--- src/hw/rtl/timing_redundancy_controller_core_assert.svh ---
// Assertion macros shared by the timing redundancy controller RTL.
`ifndef TIMING_REDUNDANCY_CONTROLLER_CORE_ASSERT_SVH
`define TIMING_REDUNDANCY_CONTROLLER_CORE_ASSERT_SVH

// Same-cycle implication, disabled while in reset.
`define TRC_ASSERT_IMP(lbl, clk, rst, ante, cons) \
  lbl: assert property (@(posedge clk) disable iff (rst) (ante) |-> (cons)) \
    else $error("trc: same-cycle check failed");

// Next-cycle implication, disabled while in reset.
`define TRC_ASSERT_NXT(lbl, clk, rst, ante, cons) \
  lbl: assert property (@(posedge clk) disable iff (rst) (ante) |=> (cons)) \
    else $error("trc: next-cycle check failed");

`endif

--- src/hw/rtl/trc_pkg.sv ---
// Package with types, codes and constants of the timing redundancy controller.
`default_nettype none
package trc_pkg;

  localparam int TRC_TIMER_BITS = 16;

  localparam logic [15:0] TRC_TIMEOUT_RESET = 16'(5 * 1000);
  localparam logic [15:0] TRC_HOLDOFF_RESET = 16'(30 * 1000);

  // Request kinds
  localparam logic OP_TICK = 1'b0;
  localparam logic OP_EVAL = 1'b1;

  // Configured mode
  localparam logic [1:0] MODE_AUTO   = 2'd0;
  localparam logic [1:0] MODE_MASTER = 2'd1;
  localparam logic [1:0] MODE_SLAVE  = 2'd2;

  // Mate clock mode
  localparam logic [1:0] MCM_MASTER = 2'd0;
  localparam logic [1:0] MCM_SLAVE  = 2'd1;
  localparam logic [1:0] MCM_HOLD   = 2'd2;

  // Clock mode commands
  localparam logic [1:0] CM_NONE   = 2'd0;
  localparam logic [1:0] CM_MASTER = 2'd1;
  localparam logic [1:0] CM_SLAVE  = 2'd2;
  localparam logic [1:0] CM_HOLD   = 2'd3;

  // Auto switch commands
  localparam logic [1:0] AS_NONE    = 2'd0;
  localparam logic [1:0] AS_ENABLE  = 2'd1;
  localparam logic [1:0] AS_DISABLE = 2'd2;

  // Control flag writes
  localparam logic [1:0] CT_NONE = 2'd0;
  localparam logic [1:0] CT_INSV = 2'd1;
  localparam logic [1:0] CT_OOS  = 2'd2;

  // Announcements
  localparam logic [1:0] AN_NONE   = 2'd0;
  localparam logic [1:0] AN_SLAVE  = 2'd1;
  localparam logic [1:0] AN_MASTER = 2'd2;

  // Register indexes
  localparam logic [1:0] REG_TIMEOUT  = 2'd0;
  localparam logic [1:0] REG_HOLDOFF  = 2'd1;
  localparam logic [1:0] REG_SW_ON_TO = 2'd2;
  localparam logic [1:0] REG_AUTO_UPD = 2'd3;

  typedef struct packed {
    logic [15:0] timeout_ticks;
    logic [15:0] holdoff_ticks;
    logic        switch_on_timeout;
    logic        auto_update;
  } cfg_t;

  typedef struct packed {
    logic       operation;
    logic [1:0] configured_mode;
    logic       switch_required;
    logic       config_changed;
    logic       card_in_service;
    logic       is_master;
    logic       mate_is_master;
    logic       mate_ready;
    logic       mate_present;
    logic [1:0] mate_clock_mode;
    logic       local_mode_slave;
  } item_t;

  typedef struct packed {
    logic [1:0] fsm_state;
    logic [1:0] clock_mode_cmd;
    logic [1:0] auto_switch_cmd;
    logic [1:0] control_cmd;
    logic       acquire_mastership;
    logic       release_mastership;
    logic [1:0] announce;
    logic       read_tx_ssm;
    logic       mode_notify;
  } result_t;

endpackage
`default_nettype wire

--- src/hw/rtl/trc_cfg.sv ---
// Configuration register bank of the timing redundancy controller.
`default_nettype none
module trc_cfg
  import trc_pkg::*;
(
  input  wire logic        clk,
  input  wire logic        rst,
  input  wire logic        wr_en,
  input  wire logic [1:0]  wr_index,
  input  wire logic [15:0] wr_data,
  output cfg_t             cfg
);

  always_ff @(posedge clk) begin
    if (rst) begin
      cfg.timeout_ticks     <= TRC_TIMEOUT_RESET;
      cfg.holdoff_ticks     <= TRC_HOLDOFF_RESET;
      cfg.switch_on_timeout <= 1'b1;
      cfg.auto_update       <= 1'b0;
    end else if (wr_en) begin
      unique case (wr_index)
        REG_TIMEOUT:  cfg.timeout_ticks     <= wr_data;
        REG_HOLDOFF:  cfg.holdoff_ticks     <= wr_data;
        REG_SW_ON_TO: cfg.switch_on_timeout <= wr_data[0];
        REG_AUTO_UPD: cfg.auto_update       <= wr_data[0];
      endcase
    end
  end

endmodule
`default_nettype wire

--- src/hw/rtl/trc_fsm.sv ---
// Redundancy state machine with holdover timers; one request per enabled cycle.
`default_nettype none
`include "timing_redundancy_controller_core_assert.svh"
module trc_fsm
  import trc_pkg::*;
#(
  parameter int TIMER_BITS = TRC_TIMER_BITS
) (
  input  wire logic  clk,
  input  wire logic  rst,
  input  wire logic  step_en,
  input  wire item_t item,
  input  wire cfg_t  cfg,
  output result_t    res
);

  typedef enum logic [1:0] {
    ST_INIT   = 2'd0,
    ST_MASTER = 2'd1,
    ST_SLAVE  = 2'd2,
    ST_HOLD   = 2'd3
  } state_t;

  localparam int CW = (TIMER_BITS > 16) ? TIMER_BITS : 16;
  localparam logic [TIMER_BITS-1:0] CNT_MAX = '1;
  localparam logic [TIMER_BITS-1:0] CNT_ONE = TIMER_BITS'(1);

  state_t                state, state_next;
  logic [TIMER_BITS-1:0] to_cnt, to_cnt_next, ho_cnt, ho_cnt_next;
  logic                  to_run, to_run_next, ho_run, ho_run_next;
  logic                  ctl_oos, ctl_oos_next;
  logic                  move;
  logic                  to_exp, ho_exp, cfg_master, cfg_slave, sot;

  assign cfg_master = (item.configured_mode == MODE_MASTER);
  assign cfg_slave  = (item.configured_mode == MODE_SLAVE);
  assign sot        = cfg.switch_on_timeout;
  assign to_exp     = to_run && (CW'(to_cnt) >= CW'(cfg.timeout_ticks));
  assign ho_exp     = ho_run && (CW'(ho_cnt) >= CW'(cfg.holdoff_ticks));

  always_comb begin
    res          = '0;
    move         = 1'b0;
    state_next   = state;
    to_cnt_next  = to_cnt;
    ho_cnt_next  = ho_cnt;
    to_run_next  = to_run;
    ho_run_next  = ho_run;
    ctl_oos_next = ctl_oos;

    if (item.operation == OP_TICK) begin
      if (to_run && to_cnt != CNT_MAX) to_cnt_next = to_cnt + CNT_ONE;
      if (ho_run && ho_cnt != CNT_MAX) ho_cnt_next = ho_cnt + CNT_ONE;
    end else begin
      unique case (state)
        ST_INIT: begin
          priority if (cfg_master) begin
            move = 1'b1; state_next = ST_MASTER;
          end else if (cfg_slave) begin
            move = 1'b1; state_next = ST_SLAVE;
          end else if (sot) begin
            if (item.card_in_service) begin
              res.acquire_mastership = 1'b1;
              ctl_oos_next = 1'b0;
              res.control_cmd = CT_INSV;
            end else begin
              ctl_oos_next = 1'b1;
              res.control_cmd = CT_OOS;
            end
            res.clock_mode_cmd = CM_HOLD;
            move = 1'b1; state_next = ST_HOLD;
          end else begin
            ctl_oos_next    = !item.card_in_service;
            res.control_cmd = item.card_in_service ? CT_INSV : CT_OOS;
            if (item.local_mode_slave) begin
              if (item.mate_ready) begin
                res.release_mastership = 1'b1;
                move = 1'b1; state_next = ST_SLAVE;
              end else begin
                res.announce = AN_SLAVE;
              end
            end else begin
              if (item.mate_ready) begin
                res.acquire_mastership = 1'b1;
                move = 1'b1;
                state_next = item.is_master ? ST_MASTER : ST_SLAVE;
              end else begin
                res.announce = AN_MASTER;
              end
            end
          end
        end
        ST_MASTER: begin
          res.read_tx_ssm = 1'b1;
          if (!cfg_master && (item.switch_required || item.config_changed)) begin
            move = 1'b1; state_next = ST_HOLD;
          end
        end
        ST_SLAVE: begin
          res.read_tx_ssm = 1'b1;
          if (!cfg_slave) begin
            if (item.card_in_service) begin
              res.auto_switch_cmd = AS_ENABLE;
              if (ctl_oos) begin
                ctl_oos_next = 1'b0;
                res.control_cmd = CT_INSV;
              end
              if ((!item.is_master || item.config_changed) && !item.mate_is_master &&
                  item.mate_ready)
                res.acquire_mastership = 1'b1;
              if (item.is_master) begin
                move = 1'b1; state_next = ST_HOLD;
              end else begin
                res.clock_mode_cmd = CM_SLAVE;
              end
            end else begin
              res.auto_switch_cmd = AS_DISABLE;
            end
          end
        end
        ST_HOLD: begin
          if (item.is_master) begin
            if ((sot && to_exp) || (sot && item.mate_clock_mode == MCM_SLAVE) ||
                (!sot && ho_exp && item.mate_clock_mode == MCM_SLAVE) ||
                cfg_master || !item.mate_present) begin
              move = 1'b1; state_next = ST_MASTER;
            end
          end else begin
            if ((sot && to_exp) || item.mate_clock_mode == MCM_MASTER ||
                item.mate_clock_mode == MCM_HOLD || cfg_slave || !item.mate_present) begin
              move = 1'b1; state_next = ST_SLAVE;
            end
          end
        end
      endcase

      if (move) begin
        // exit actions of the old state
        unique case (state)
          ST_MASTER: begin
            ctl_oos_next = 1'b1;
            res.control_cmd = CT_OOS;
            res.clock_mode_cmd = CM_HOLD;
            res.release_mastership = 1'b1;
          end
          ST_SLAVE: res.clock_mode_cmd = CM_HOLD;
          ST_HOLD: begin
            to_run_next = 1'b0;
            ho_run_next = 1'b0;
          end
          ST_INIT: ;
        endcase
        // entry actions of the new state
        unique case (state_next)
          ST_MASTER: begin
            res.auto_switch_cmd = AS_ENABLE;
            res.clock_mode_cmd  = CM_MASTER;
          end
          ST_SLAVE: begin
            res.auto_switch_cmd = item.card_in_service ? AS_ENABLE : AS_DISABLE;
            res.clock_mode_cmd  = CM_SLAVE;
          end
          ST_HOLD: begin
            to_run_next = 1'b1; to_cnt_next = '0;
            ho_run_next = 1'b1; ho_cnt_next = '0;
          end
          ST_INIT: ;
        endcase
      end
      res.mode_notify = !cfg.auto_update && (state_next != ST_INIT);
    end
    res.fsm_state = state_next;
  end

  always_ff @(posedge clk) begin
    if (rst) begin
      state   <= ST_INIT;
      to_cnt  <= '0;
      ho_cnt  <= '0;
      to_run  <= 1'b0;
      ho_run  <= 1'b0;
      ctl_oos <= 1'b0;
    end else if (step_en) begin
      state   <= state_next;
      to_cnt  <= to_cnt_next;
      ho_cnt  <= ho_cnt_next;
      to_run  <= to_run_next;
      ho_run  <= ho_run_next;
      ctl_oos <= ctl_oos_next;
    end
  end

  `TRC_ASSERT_IMP(a_timers_paired, clk, rst, 1'b1, to_run == ho_run)
  `TRC_ASSERT_IMP(a_timers_in_hold, clk, rst, to_run, state == ST_HOLD)
  `TRC_ASSERT_NXT(a_tick_keeps_state, clk, rst, step_en && item.operation == OP_TICK,
                  $stable(state))

endmodule
`default_nettype wire

--- src/hw/rtl/timing_redundancy_controller_core.sv ---
// Top level of the timing redundancy controller: streaming ports, request and result registers.
// An accepted request waits in the request register until the result register is free, then
// moves to m_tdata as the state machine and timers step; one request per cycle unless stalled.
// The result register and request register let a request enter while a result waits.
// Reset (rst, synchronous): state init, timers stopped and cleared, registers at defaults.
`default_nettype none
`include "timing_redundancy_controller_core_assert.svh"
module timing_redundancy_controller_core
  import trc_pkg::*;
#(
  parameter int TIMER_BITS = TRC_TIMER_BITS
) (
  input  wire logic        clk,
  input  wire logic        rst,
  input  wire logic        s_tvalid,
  output logic             s_tready,
  // [1:0] configured_mode, [2] switch_required, [3] config_changed,
  // [4] card_in_service, [5] is_master, [6] mate_is_master, [7] mate_ready,
  // [8] mate_present, [10:9] mate_clock_mode, [11] local_mode_slave
  input  wire logic [15:0] s_tdata,
  // [0] operation
  input  wire logic        s_tuser,
  output logic             m_tvalid,
  input  wire logic        m_tready,
  // [1:0] fsm_state, [3:2] clock_mode_cmd, [5:4] auto_switch_cmd,
  // [7:6] control_cmd, [8] acquire_mastership, [9] release_mastership,
  // [11:10] announce, [12] read_tx_ssm, [13] mode_notify
  output logic [15:0]      m_tdata,
  input  wire logic        cfg_valid,
  output logic             cfg_ready,
  input  wire logic [1:0]  cfg_index,
  input  wire logic [15:0] cfg_data
);

  cfg_t    cfg;
  item_t   item_in, item;
  result_t res;
  logic    in_valid;
  logic    adv;

  // refuse writes while in reset
  assign cfg_ready = !rst;

  trc_cfg u_cfg (
    .clk      (clk),
    .rst      (rst),
    .wr_en    (cfg_valid),
    .wr_index (cfg_index),
    .wr_data  (cfg_data),
    .cfg      (cfg)
  );

  always_comb begin
    item_in.operation        = s_tuser;
    item_in.configured_mode  = s_tdata[1:0];
    item_in.switch_required  = s_tdata[2];
    item_in.config_changed   = s_tdata[3];
    item_in.card_in_service  = s_tdata[4];
    item_in.is_master        = s_tdata[5];
    item_in.mate_is_master   = s_tdata[6];
    item_in.mate_ready       = s_tdata[7];
    item_in.mate_present     = s_tdata[8];
    item_in.mate_clock_mode  = s_tdata[10:9];
    item_in.local_mode_slave = s_tdata[11];
  end

  // advance the held request into the result register when it is free
  assign adv      = in_valid && (!m_tvalid || m_tready);
  assign s_tready = !rst && (!in_valid || adv);

  trc_fsm #(
    .TIMER_BITS (TIMER_BITS)
  ) u_fsm (
    .clk     (clk),
    .rst     (rst),
    .step_en (adv),
    .item    (item),
    .cfg     (cfg),
    .res     (res)
  );

  always_ff @(posedge clk) begin
    if (rst) begin
      in_valid <= 1'b0;
      m_tvalid <= 1'b0;
    end else begin
      if (s_tvalid && s_tready) in_valid <= 1'b1;
      else if (adv)             in_valid <= 1'b0;
      if (adv)           m_tvalid <= 1'b1;
      else if (m_tready) m_tvalid <= 1'b0;
    end
    if (s_tvalid && s_tready) item <= item_in;
    if (adv) begin
      m_tdata <= {2'b00, res.mode_notify, res.read_tx_ssm, res.announce,
                  res.release_mastership, res.acquire_mastership, res.control_cmd,
                  res.auto_switch_cmd, res.clock_mode_cmd, res.fsm_state};
    end
  end

  `TRC_ASSERT_IMP(a_stall_blocks_input, clk, rst, in_valid && m_tvalid && !m_tready,
                  !s_tready)
  `TRC_ASSERT_NXT(a_step_gives_result, clk, rst, adv, m_tvalid)
  `TRC_ASSERT_NXT(a_result_held, clk, rst, m_tvalid && !m_tready,
                  m_tvalid && $stable(m_tdata))

endmodule
`default_nettype wire

--- config.mk ---
export PLATFORM = sky130hd
export DESIGN_NAME = timing_redundancy_controller_core
export DESIGN_NICKNAME = d
export VERILOG_FILES = /design/src/hw/rtl/trc_pkg.sv /design/src/hw/rtl/trc_cfg.sv /design/src/hw/rtl/trc_fsm.sv /design/src/hw/rtl/timing_redundancy_controller_core.sv
export VERILOG_INCLUDE_DIRS = /design/src /design/src/hw/rtl
export SDC_FILE = /design/constraint.sdc
export NUM_CORES = 1
export LEC_CHECK = 0
export ABC_AREA = 1
export BUFFER_PORTS_ARGS = -buffer_cell sky130_fd_sc_hd__buf_2
export CORE_MARGIN = 1.5
export CORE_UTILIZATION = 59
export CTS_CLUSTER_SIZE = 10
export DETAILED_ROUTE_END_ITERATION = 6
export PLACE_DENSITY = 0.87
export SLEW_MARGIN = 15
export SYNTH_ARGS = -nofsm -noshare
export SYNTH_HDL_FRONTEND = slang
export SYNTH_SLANG_ARGS = --single-unit
--- constraint.sdc ---
create_clock -name clk -period 4 [get_ports clk]
set_input_delay 0.8 -clock clk [delete_from_list [all_inputs] [get_ports clk]]
set_output_delay 0.8 -clock clk [all_outputs]
set_load 0.005 [all_outputs]
==> flow_metrics.tcl, run 1 <==
set metrics [dict create \
    fin_tns_setup_ns 0 \
    dp_cells 947 \
    hold_path_startpoint "u_cfg.cfg[9]" \
    synth_seq_cells 99 \
    setup_viol 0 \
    synth_edf_count 27 \
    cts_sinks 99 \
    required_ns 4.28 \
    synth_xor_area_share_pct 0 \
    postSynthCellCount 788 \
    cts_buffers 9 \
    grtUsageTotal_pct 26.97 \
    dpl.hpwl_um 9743 \
    synth_area_um2 5705 \
    p_seq_share_pct 52.5 \
    p_clk_share_pct 30.4 \
    wl_met3_um 759 \
    intPower_mw 1.509 \
    timing.critical_path.to_type "flip-flop" \
    antenna_found_initial 0 \
    synth_fa_ha_area_share_pct 9.211 \
    via_per_inst 5.521 \
    synth_cell_type_count 37 \
    grt_max_degree 68 \
    die_area_um2 10270 \
    fin_cells 963 \
    critPathArrivalTime_ns 3.76 \
    critical_path_class "flip-flop to flip-flop" \
    ys.flop_type "dfxtp_1" \
    final_antenna_net_count 0 \
    min_path_type "flip-flop to flip-flop" \
    finClkSkew_ns 0.01983 \
    hold_violations 0 \
    final_common_cell "nand2_1" \
    grt_pass1_vias 4822 \
    drive_gt1_share_pct 10.79 \
    num_vias 5317 \
    initial_utilization_pct 61.17 \
    avgRoutedWirePerCell_um 13.72 \
    die_h_um 101.3 \
    clockBufferDepth 2 \
    fin_crit_sh_pct 87.04 \
    leakagePower_nw 2.829 \
    top_level_ports 59 \
    rsz0062_at_grt "false" \
    startpoint "u_fsm.ho_cnt[7]" \
    combinationalPowerShare_pct 17.1 \
    rows 35 \
    drt-met1-wl_um 5703 \
    cts_tree "done" \
    gp_congestion 0.9168 \
    fmax_mhz 287.2 \
    dr_wl_met2_um 6384 \
    p_per_area_nw_per_um2 343.2 \
    async_reset_ff_share_pct 0 \
    p_sw_mw 0.6435 \
    drt_iter0_drc 399 \
    synth-compound-area-share_pct 15.92 \
    period_minus_slack_ns 3.481 \
    drt-total-wl_um 13210 \
    ir_drop_mv 0.2734 \
    max-slew-margin-rel_pct 32.53 \
    syn_area_per_cell_um2 7.240 \
    nNetsFinal 911 \
    yosys_warnings 0 \
    worst_skew_pair.late_latency_ns 0.38 \
    diodes 0 \
    grt_pass1_wl_um 21980 \
    syn_to_final_growth_pct 9.912 \
    drc 0 \
    yosys.area_share.simple_pct 25.15 \
    coreArea_um2 9328 \
    status "completed" \
    cap_violations 0 \
    top_layer_used "met4" \
    clk_pin_slew_ns 0.10 \
    layout_common_cells "nand2_1 (154), inv_1 (113), nor2_1 (80), a21oi_1 (80), dfxtp_1 (72)" \
    dr.pass1.iters 6 \
    htreeDepth 3 \
    die_w_um 101.3 \
    drv_slew 0 \
    cts_root_buffer "clkbuf_8" \
    synth_top_family_by_area "simple AND/OR/NAND/NOR gates" \
    synth_mux_area_share_pct 0 \
    yosysSeqAreaShare_pct 39.47 \
    timing.rr.start "u_fsm.ho_cnt[7]" \
    cp_max_fo 28 \
    tightest_slew_ns 1.008 \
    crit_path_start_kind "flip-flop" \
    io_buffers 52 \
    grt.overflow.total 0 \
    p_sw_share_pct 29.89 \
]
-- power by group through the flow --
stage	logic, mW	clock network (mW)	registers (mW)
6_report	0.367	0.655	1.13
5_1_grt	0.421	0.708	1.14
4_1_cts	0.364	0.670	1.13
3_5_place_dp	0.361	0	1.15
3_3_place_gp	0.342	0	1.15
2_1_floorplan	0.265	0	1.14
-- area by class of cell --
type	instances	area, um2
Clock buffer	11	162.7
Fill cell	782	3057
Multi-Input combinational cell	543	2884
Inverter	116	435.4
Timing Repair Buffer	60	332.8
Sequential cell	99	2252
Tap cell	129	161.4
Clock inverter	5	42.54
-- through the flow --
step / total power, mW / hold slack (ns) / area, um2 / setup WS (ns) / util, %
2_1_floorplan: 1.404 / 0.4244 / 5709 / 1.238 / -
3_3_place_gp: 1.491 / 0.4507 / 6061 / 0.5759 / 64.98
3_5_place_dp: 1.514 / 0.4636 / 6061 / 0.4617 / 64.98
4_1_cts: 2.163 / 0.4779 / 6266 / 0.4302 / 67.18
5_1_grt: 2.266 / 0.5042 / 6271 / 0.1521 / 67.23
6_report: 2.153 / 0.4710 / 6271 / 0.5185 / 67.23
-- cell families (layout without fill, tap and decap cells) --
kind of cell	after synthesis	after routing
and+or+nand+nor	333	333
adders and majority gates	42	42
buffers and inverters	147	192
other	1	2
DFF	99	99
AOI/OAI and AO/OA	166	166
-- sequential cells by signal, indices dropped and copies added (netlist names), 2 cells and up --
register,cells
u_cfg.cfg,34
u_fsm.ho_cnt,16
u_fsm.to_cnt,16
m_tdata,14
item,13
u_fsm.state,2
-- cell usage after synthesis (3+ instances only) --
cell type	n	area, um2
nand3_1	60	300.3
clkbuf_1	21	78.83
a21oi_2	4	35.03
o211ai_1	17	127.6
dfxtp_1	72	1441
nand2_1	155	581.8
nand4_1	8	50.05
o21ai_0	54	270.3
nand3b_1	4	30.03
edfxtp_1	27	810.8
nor2_1	80	300.3
a211oi_1	3	22.52
ha_1	42	525.5
buf_2	5	25.02
inv_1	113	424.2
nor3_1	13	65.06
a21oi_1	80	400.4
-- path summary, 6_finish.rpt --
kind | endpoint | slack (ns) | cells past startpoint
hold reg to reg | u_cfg.cfg[9] | 0.47 | 2
setup reg to reg | u_fsm.ho_cnt[9] | 0.52 | 25
setup / recovery | u_fsm.ho_cnt[9] | 0.52 | 25
hold / removal | u_cfg.cfg[9] | 0.47 | 2
-- per-layer routing --
layer  track usage (%)  vias up
li1                  -     2683
met4             10.47        0
met1             35.03     2404
met5                 0        -
met2             45.02      197
met3             4.624       33
-- critical path, cell delays in order, from the launching register on --
cell and delay (ns):
dfxtp_1 0.43, ha_1 0.28, a21oi_1 0.22, nand2_1 0.09
nor2_1 0.09, nand2_1 0.07, nand2_1 0.07, nand2_1 0.08
nand2_1 0.07, nand2_1 0.06, nand2_1 0.05, nand3_1 0.06
nand2_1 0.10, nand3_1 0.09, o211ai_1 0.09, nand2_1 0.17
inv_1 0.12, ha_1 0.21, inv_1 0.06, nor2_1 0.11
nand3_1 0.14, nand2_4 0.29, buf_12 0.22, nand3_1 0.10
nand2_1 0.08, nor2_1 0.04
-- repair_timing --
item | CTS | global route
setup endpoints to repair | 0 | 1
hold buffers | 0 | 0
buffers inserted | 0 | 0
gates resized for setup | 0 | 1
hold endpoints to repair | 0 | 0
Note: power is estimated with default switching activity, not from simulation.
==> run 2: changes to the inputs <==
CORE_UTILIZATION = 54   (was 59)
PLACE_DENSITY = 0.84   (was 0.87)
clock period = 2.85 ns   (was 4 ns; I/O delays follow)
==> flow_metrics.tcl, run 2 (synthesis results as in run 1) <==
set metrics [dict create \
    grt_max_degree 36 \
    num_vias 6165 \
    coreArea_um2 10280 \
    fin_tns_setup_ns -12.52 \
    timing.rr.start "u_cfg.cfg[19]" \
    whs_ns 0.3538 \
    nNetsFinal 997 \
    required_ns 3.14 \
    design_power_total_mw 3.325 \
    hold_violations 0 \
    drv_slew 0 \
    top_register "u_cfg.cfg" \
    rsz0062_at_grt "true" \
    initial_utilization_pct 55.51 \
    hold_end "item[3]" \
    layout_common_cells "nand2_1 (129), inv_1 (99), buf_4 (80)" \
    hold_path_startpoint "s_tdata[8]" \
    drive_gt1_share_pct 31.85 \
    r2r_end "u_fsm.ho_cnt[6]" \
    reg2reg_depth 25 \
    setup_viol 42 \
    cts_buffers 9 \
    cts_tree "done" \
    crit_path_start_kind "flip-flop" \
    final_util_pct 74.24 \
    reg.largest.list "u_cfg.cfg: 34 flops, u_fsm.ho_cnt: 16 flops, u_fsm.to_cnt: 16 flops" \
    cts_hold_buf 0 \
    grt_pass1_wl_um 25660 \
    largest_reg_flops 34 \
    drt-total-wl_um 17920 \
    ir_drop_mv 0.2641 \
    io_buffers 52 \
    startpoint "u_cfg.cfg[19]" \
    dp_slack_ns -0.2623 \
    clk_pin_slew_ns 0.09 \
    via_per_inst 5.838 \
    clockBufferDepth 2 \
    drc 1 \
    cap_violations 0 \
    period_minus_slack_ns 3.269 \
    worst_slack_ns -0.4194 \
    gp_congestion 0.9169 \
    leakagePower_nw 3.340 \
    avgRoutedWirePerCell_um 16.97 \
    worst_skew_pair.late_latency_ns 0.38 \
    cts_sinks 99 \
    min_path_type "input pin to flip-flop" \
    tightest_slew_ns 0.5444 \
    die_area_um2 11190 \
    critical_path_class "flip-flop to flip-flop" \
    fmax_mhz 305.9 \
    status "finished with violations" \
    diodes 0 \
    placed_cell_area_um2 6548 \
    drt_iter0_drc 628 \
    fin_crit_sh_pct 114.7 \
    critPathArrivalTime_ns 3.56 \
    top_level_ports 59 \
    die_h_um 105.8 \
    htreeDepth 3 \
    dpl.hpwl_um 10080 \
    final_common_cell "nand2_1" \
    dr.pass1.iters 7 \
    cp_max_fo 8 \
    post-route-cell-area_um2 7630 \
    violations "DRC, setup timing" \
    die_w_um 105.8 \
    antenna_found_initial 0 \
    cts_root_buffer "clkbuf_8" \
    regToRegSetupSlack_ns -0.42 \
    timing.critical_path.to_type "flip-flop" \
    grt.overflow.total 0 \
    finClkSkew_ns 0.01153 \
    p_per_area_nw_per_um2 435.8 \
    rows 37 \
    syn_to_final_growth_pct 33.73 \
    final_antenna_net_count 0 \
    dp_cells 1016 \
    fin_cells 1056 \
    holdPathStages 1 \
    grtUsageTotal_pct 29.12 \
    grt_pass1_vias 5352 \
    max-slew-margin-rel_pct 63.67 \
]
## run 2: changes by cell type in the layout (fill, tap and decap cells not counted), moves of 18 or more
cell / before / now
buf_4: 7 / 80
ha_1: 42 / 24
ha_4: 0 / 18
nand2_1: 154 / 129
nand2_2: 0 / 21
nand3_1: 60 / 37
nand3_2: 2 / 23
## run 2: how the worst max path moves through the flow
stage / end / cells past startpoint / slack [ns]
CTS: u_fsm.ho_cnt[12] / 28 / -0.08
global route: u_fsm.ho_cnt[4] / 28 / -0.52
floorplan: u_fsm.ho_cnt[10] / 26 / 0.09
finish: u_fsm.ho_cnt[6] / 25 / -0.42
detailed placement: m_tdata[4] / 24 / -0.26
global placement: u_fsm.ho_cnt[1] / 25 / -0.15
## run 2: layout make-up
type                       instances  area, um2
inverter                         116      437.9
clock inverter                     2      10.01
multi-input combinational        543       3440
tap                              136      170.2
fill                             660       2648
sequential                        99       2272
clock buffer                      14      162.7
timing repair buffer             146       1137
## run 2: what timing repair did
item                       CTS  global route
setup endpoints to repair   37            40
gates cloned                 4             1
setup buffers               11             9
resized for setup           68            84
pin swaps                   26            35
## run 2: where the power goes
part           switching, mW  internal [mW]
Clock                  0.497          0.365
Sequential            0.0482           1.53
Combinational          0.499          0.389
## run 2: metal layers
layer | wire length, um | up-vias | track usage [%] | share of wire (%)
li1 | - | 2860 | - | -
met1 | 6972 | 2872 | 37.00 | 39
met2 | 8561 | 336 | 46.10 | 48
met3 | 1536 | 97 | 6.865 | 8.6
met4 | 850 | 0 | 14.96 | 4.7
met5 | 0 | - | 0 | 0
## run 2: critical path, cell delays in order (launching register included)
cell,delay [ns]
dfxtp_1,0.32
inv_1,0.05
ha_1,0.32
nand2_1,0.10
a21oi_1,0.09
o21ai_0,0.22
nand2_1,0.10
nand2_1,0.09
nand3_2,0.10
nand2_2,0.10
nand2_1,0.06
nand2_2,0.10
nand3_2,0.13
o21ai_2,0.11
nand2_2,0.10
nand2_4,0.11
ha_4,0.15
inv_2,0.03
nor2_2,0.10
nand3_2,0.09
nand2_4,0.15
buf_6,0.16
buf_12,0.13
nand3_1,0.09
nand2_1,0.12
nor2_1,0.05
==> run 3: changes to the inputs <==
MAX_ROUTING_LAYER = met4   (was not set)
==> flow_metrics.tcl, run 3 (synthesis results as in run 1) <==
set metrics [dict create \
    die_h_um 105.8 \
    cap_violations 0 \
    crit_path_start_kind "flip-flop" \
    cts_tree "done" \
    cp_max_fo 6 \
    reg.largest.list "u_cfg.cfg: 34 flops, u_fsm.ho_cnt: 16 flops, u_fsm.to_cnt: 16 flops" \
    status "finished with violations" \
    grt_max_degree 37 \
    antenna_found_initial 1 \
    grt-busiest-layer "met2" \
    cts_hold_buf 0 \
    drc 0 \
    top_register "u_cfg.cfg" \
    met1_usage_pct 42.71 \
    fin_tns_setup_ns -15.91 \
    clk_pin_slew_ns 0.10 \
    clockBufferDepth 2 \
    fmax_mhz 292.6 \
    max-slew-margin-rel_pct 62.94 \
    fin_cells 1062 \
    drive_gt1_share_pct 37.62 \
    dpl.hpwl_um 10250 \
    fin_crit_sh_pct 119.9 \
    ir_drop_mv 0.3530 \
    hold_path_startpoint "s_tdata[8]" \
    critPathArrivalTime_ns 3.59 \
    grtUsageTotal_pct 36.59 \
    min_path_type "input pin to flip-flop" \
    worst_skew_pair.late_latency_ns 0.39 \
    drt_iter0_drc 1203 \
    initial_utilization_pct 55.51 \
    timing.critical_path.to_type "flip-flop" \
    coreArea_um2 10280 \
    syn_to_final_growth_pct 38.46 \
    violations "setup timing" \
    dr.pass1.iters 7 \
    final_antenna_net_count 0 \
    worst_slack_ns -0.5675 \
    grt_pass1_wl_um 31020 \
    grtUsageMet3_pct 7.359 \
    via_per_inst 6.423 \
    dp_cells 1023 \
    p_per_area_nw_per_um2 445.1 \
    cts_buffers 9 \
    largest_reg_flops 34 \
    gp_congestion 0.9306 \
    critical_path_class "flip-flop to flip-flop" \
    grt.overflow.total 0 \
    met2_usage_pct 58.12 \
    cts_sinks 99 \
    drt-total-wl_um 22760 \
    die_w_um 105.8 \
    htreeDepth 3 \
    period_minus_slack_ns 3.418 \
    cts_root_buffer "clkbuf_8" \
    die_area_um2 11190 \
    rows 37 \
    avgRoutedWirePerCell_um 21.43 \
    nNetsFinal 1002 \
    timing.rr.start "u_cfg.cfg[17]" \
    setup_viol 39 \
    final_common_cell "nand2_1" \
    rsz0062_at_grt "true" \
    required_ns 3.02 \
    startpoint "u_cfg.cfg[17]" \
    leakagePower_nw 3.386 \
    grt_pass1_vias 6314 \
    top_level_ports 59 \
    drv_slew 0 \
    io_buffers 52 \
    design_power_total_mw 3.516 \
    num_vias 6821 \
    finClkSkew_ns 0.01659 \
    tightest_slew_ns 0.5517 \
    fill_cells 588 \
    hold_violations 0 \
    layout_common_cells "nand2_1 (125), inv_1 (91), buf_4 (83)" \
]
-- run 3: changes by cell type in the layout (fill, tap and decap cells not counted), moves of 9 or more --
cell	before	now
a21oi_1	63	48
dfxtp_2	13	27
dfxtp_1	58	45
a21oi_2	20	31
ha_1	24	14
ha_4	18	27
-- run 3: worst paths after layout --
path	to	slack, ns	cells after the start
max	m_tdata[5]	-0.57	24
max reg2reg	m_tdata[5]	-0.57	24
min reg2reg	m_tvalid	0.48	2
min	item[3]	0.36	1
-- run 3: layout make-up --
class / count / area [um2] / area share [%]
antenna: 1 / 2.502 / 0.03168
clock buffer: 13 / 138.9 / 1.758
clock inverter: 3 / 42.54 / 0.5385
inverter: 116 / 440.4 / 5.575
multi-input combinational: 543 / 3633 / 45.99
sequential: 99 / 2286 / 28.94
tap: 136 / 170.2 / 2.154
timing repair buffer: 151 / 1186 / 15.01
-- run 3: critical path, cell delays in order (launching register included) --
cell	delay (ns)
dfxtp_2	0.36
inv_2	0.07
ha_4	0.27
nand4_1	0.16
nor2_1	0.18
nand2_1	0.07
inv_1	0.06
nand2_1	0.06
nand2_2	0.10
nand2_2	0.05
nand2_1	0.06
nand2_1	0.06
nand3_2	0.08
nand2_4	0.07
nand2_2	0.08
nand3_2	0.08
o21ai_2	0.10
nand2_1	0.11
nand2_2	0.13
buf_4	0.13
inv_2	0.05
ha_4	0.27
nor2_4	0.16
nand3_1	0.13
a21oi_1	0.32
-- run 3: per-stage QoR --
step | utilization (%) | cell area (um2) | hold WS (ns) | setup slack [ns]
after floorplan | - | 5709 | 0.4244 | 0.08761
after global placement | 64.34 | 6613 | 0.4387 | -0.1317
after detailed placement | 64.34 | 6613 | 0.4417 | -0.2565
after CTS | 73.46 | 7550 | 0.3625 | -0.1359
after global routing | 76.87 | 7900 | 0.3502 | -0.8850
final | 76.87 | 7900 | 0.3568 | -0.5675
-- run 3: routing by layer --
layer  wire, um  share of wire (%)
met1       7733                 34
met2      10270                 45
met3       2816                 12
met4       1935                8.5
met5          0                  0
-- run 3: repair_timing --
item | CTS | global route
gates resized for setup | 102 | 102
setup buffers | 15 | 5
pin swaps | 61 | 56
endpoints found under the setup margin | 36 | 42
cloned | 6 | 0
-- run 3: report_power, final --
part           switching (mW)  total [mW]  internal (mW)
Sequential             0.0598        1.59           1.53
Combinational           0.581        1.01          0.424
Clock                   0.515       0.922          0.408
Total                    1.16        3.52           2.36
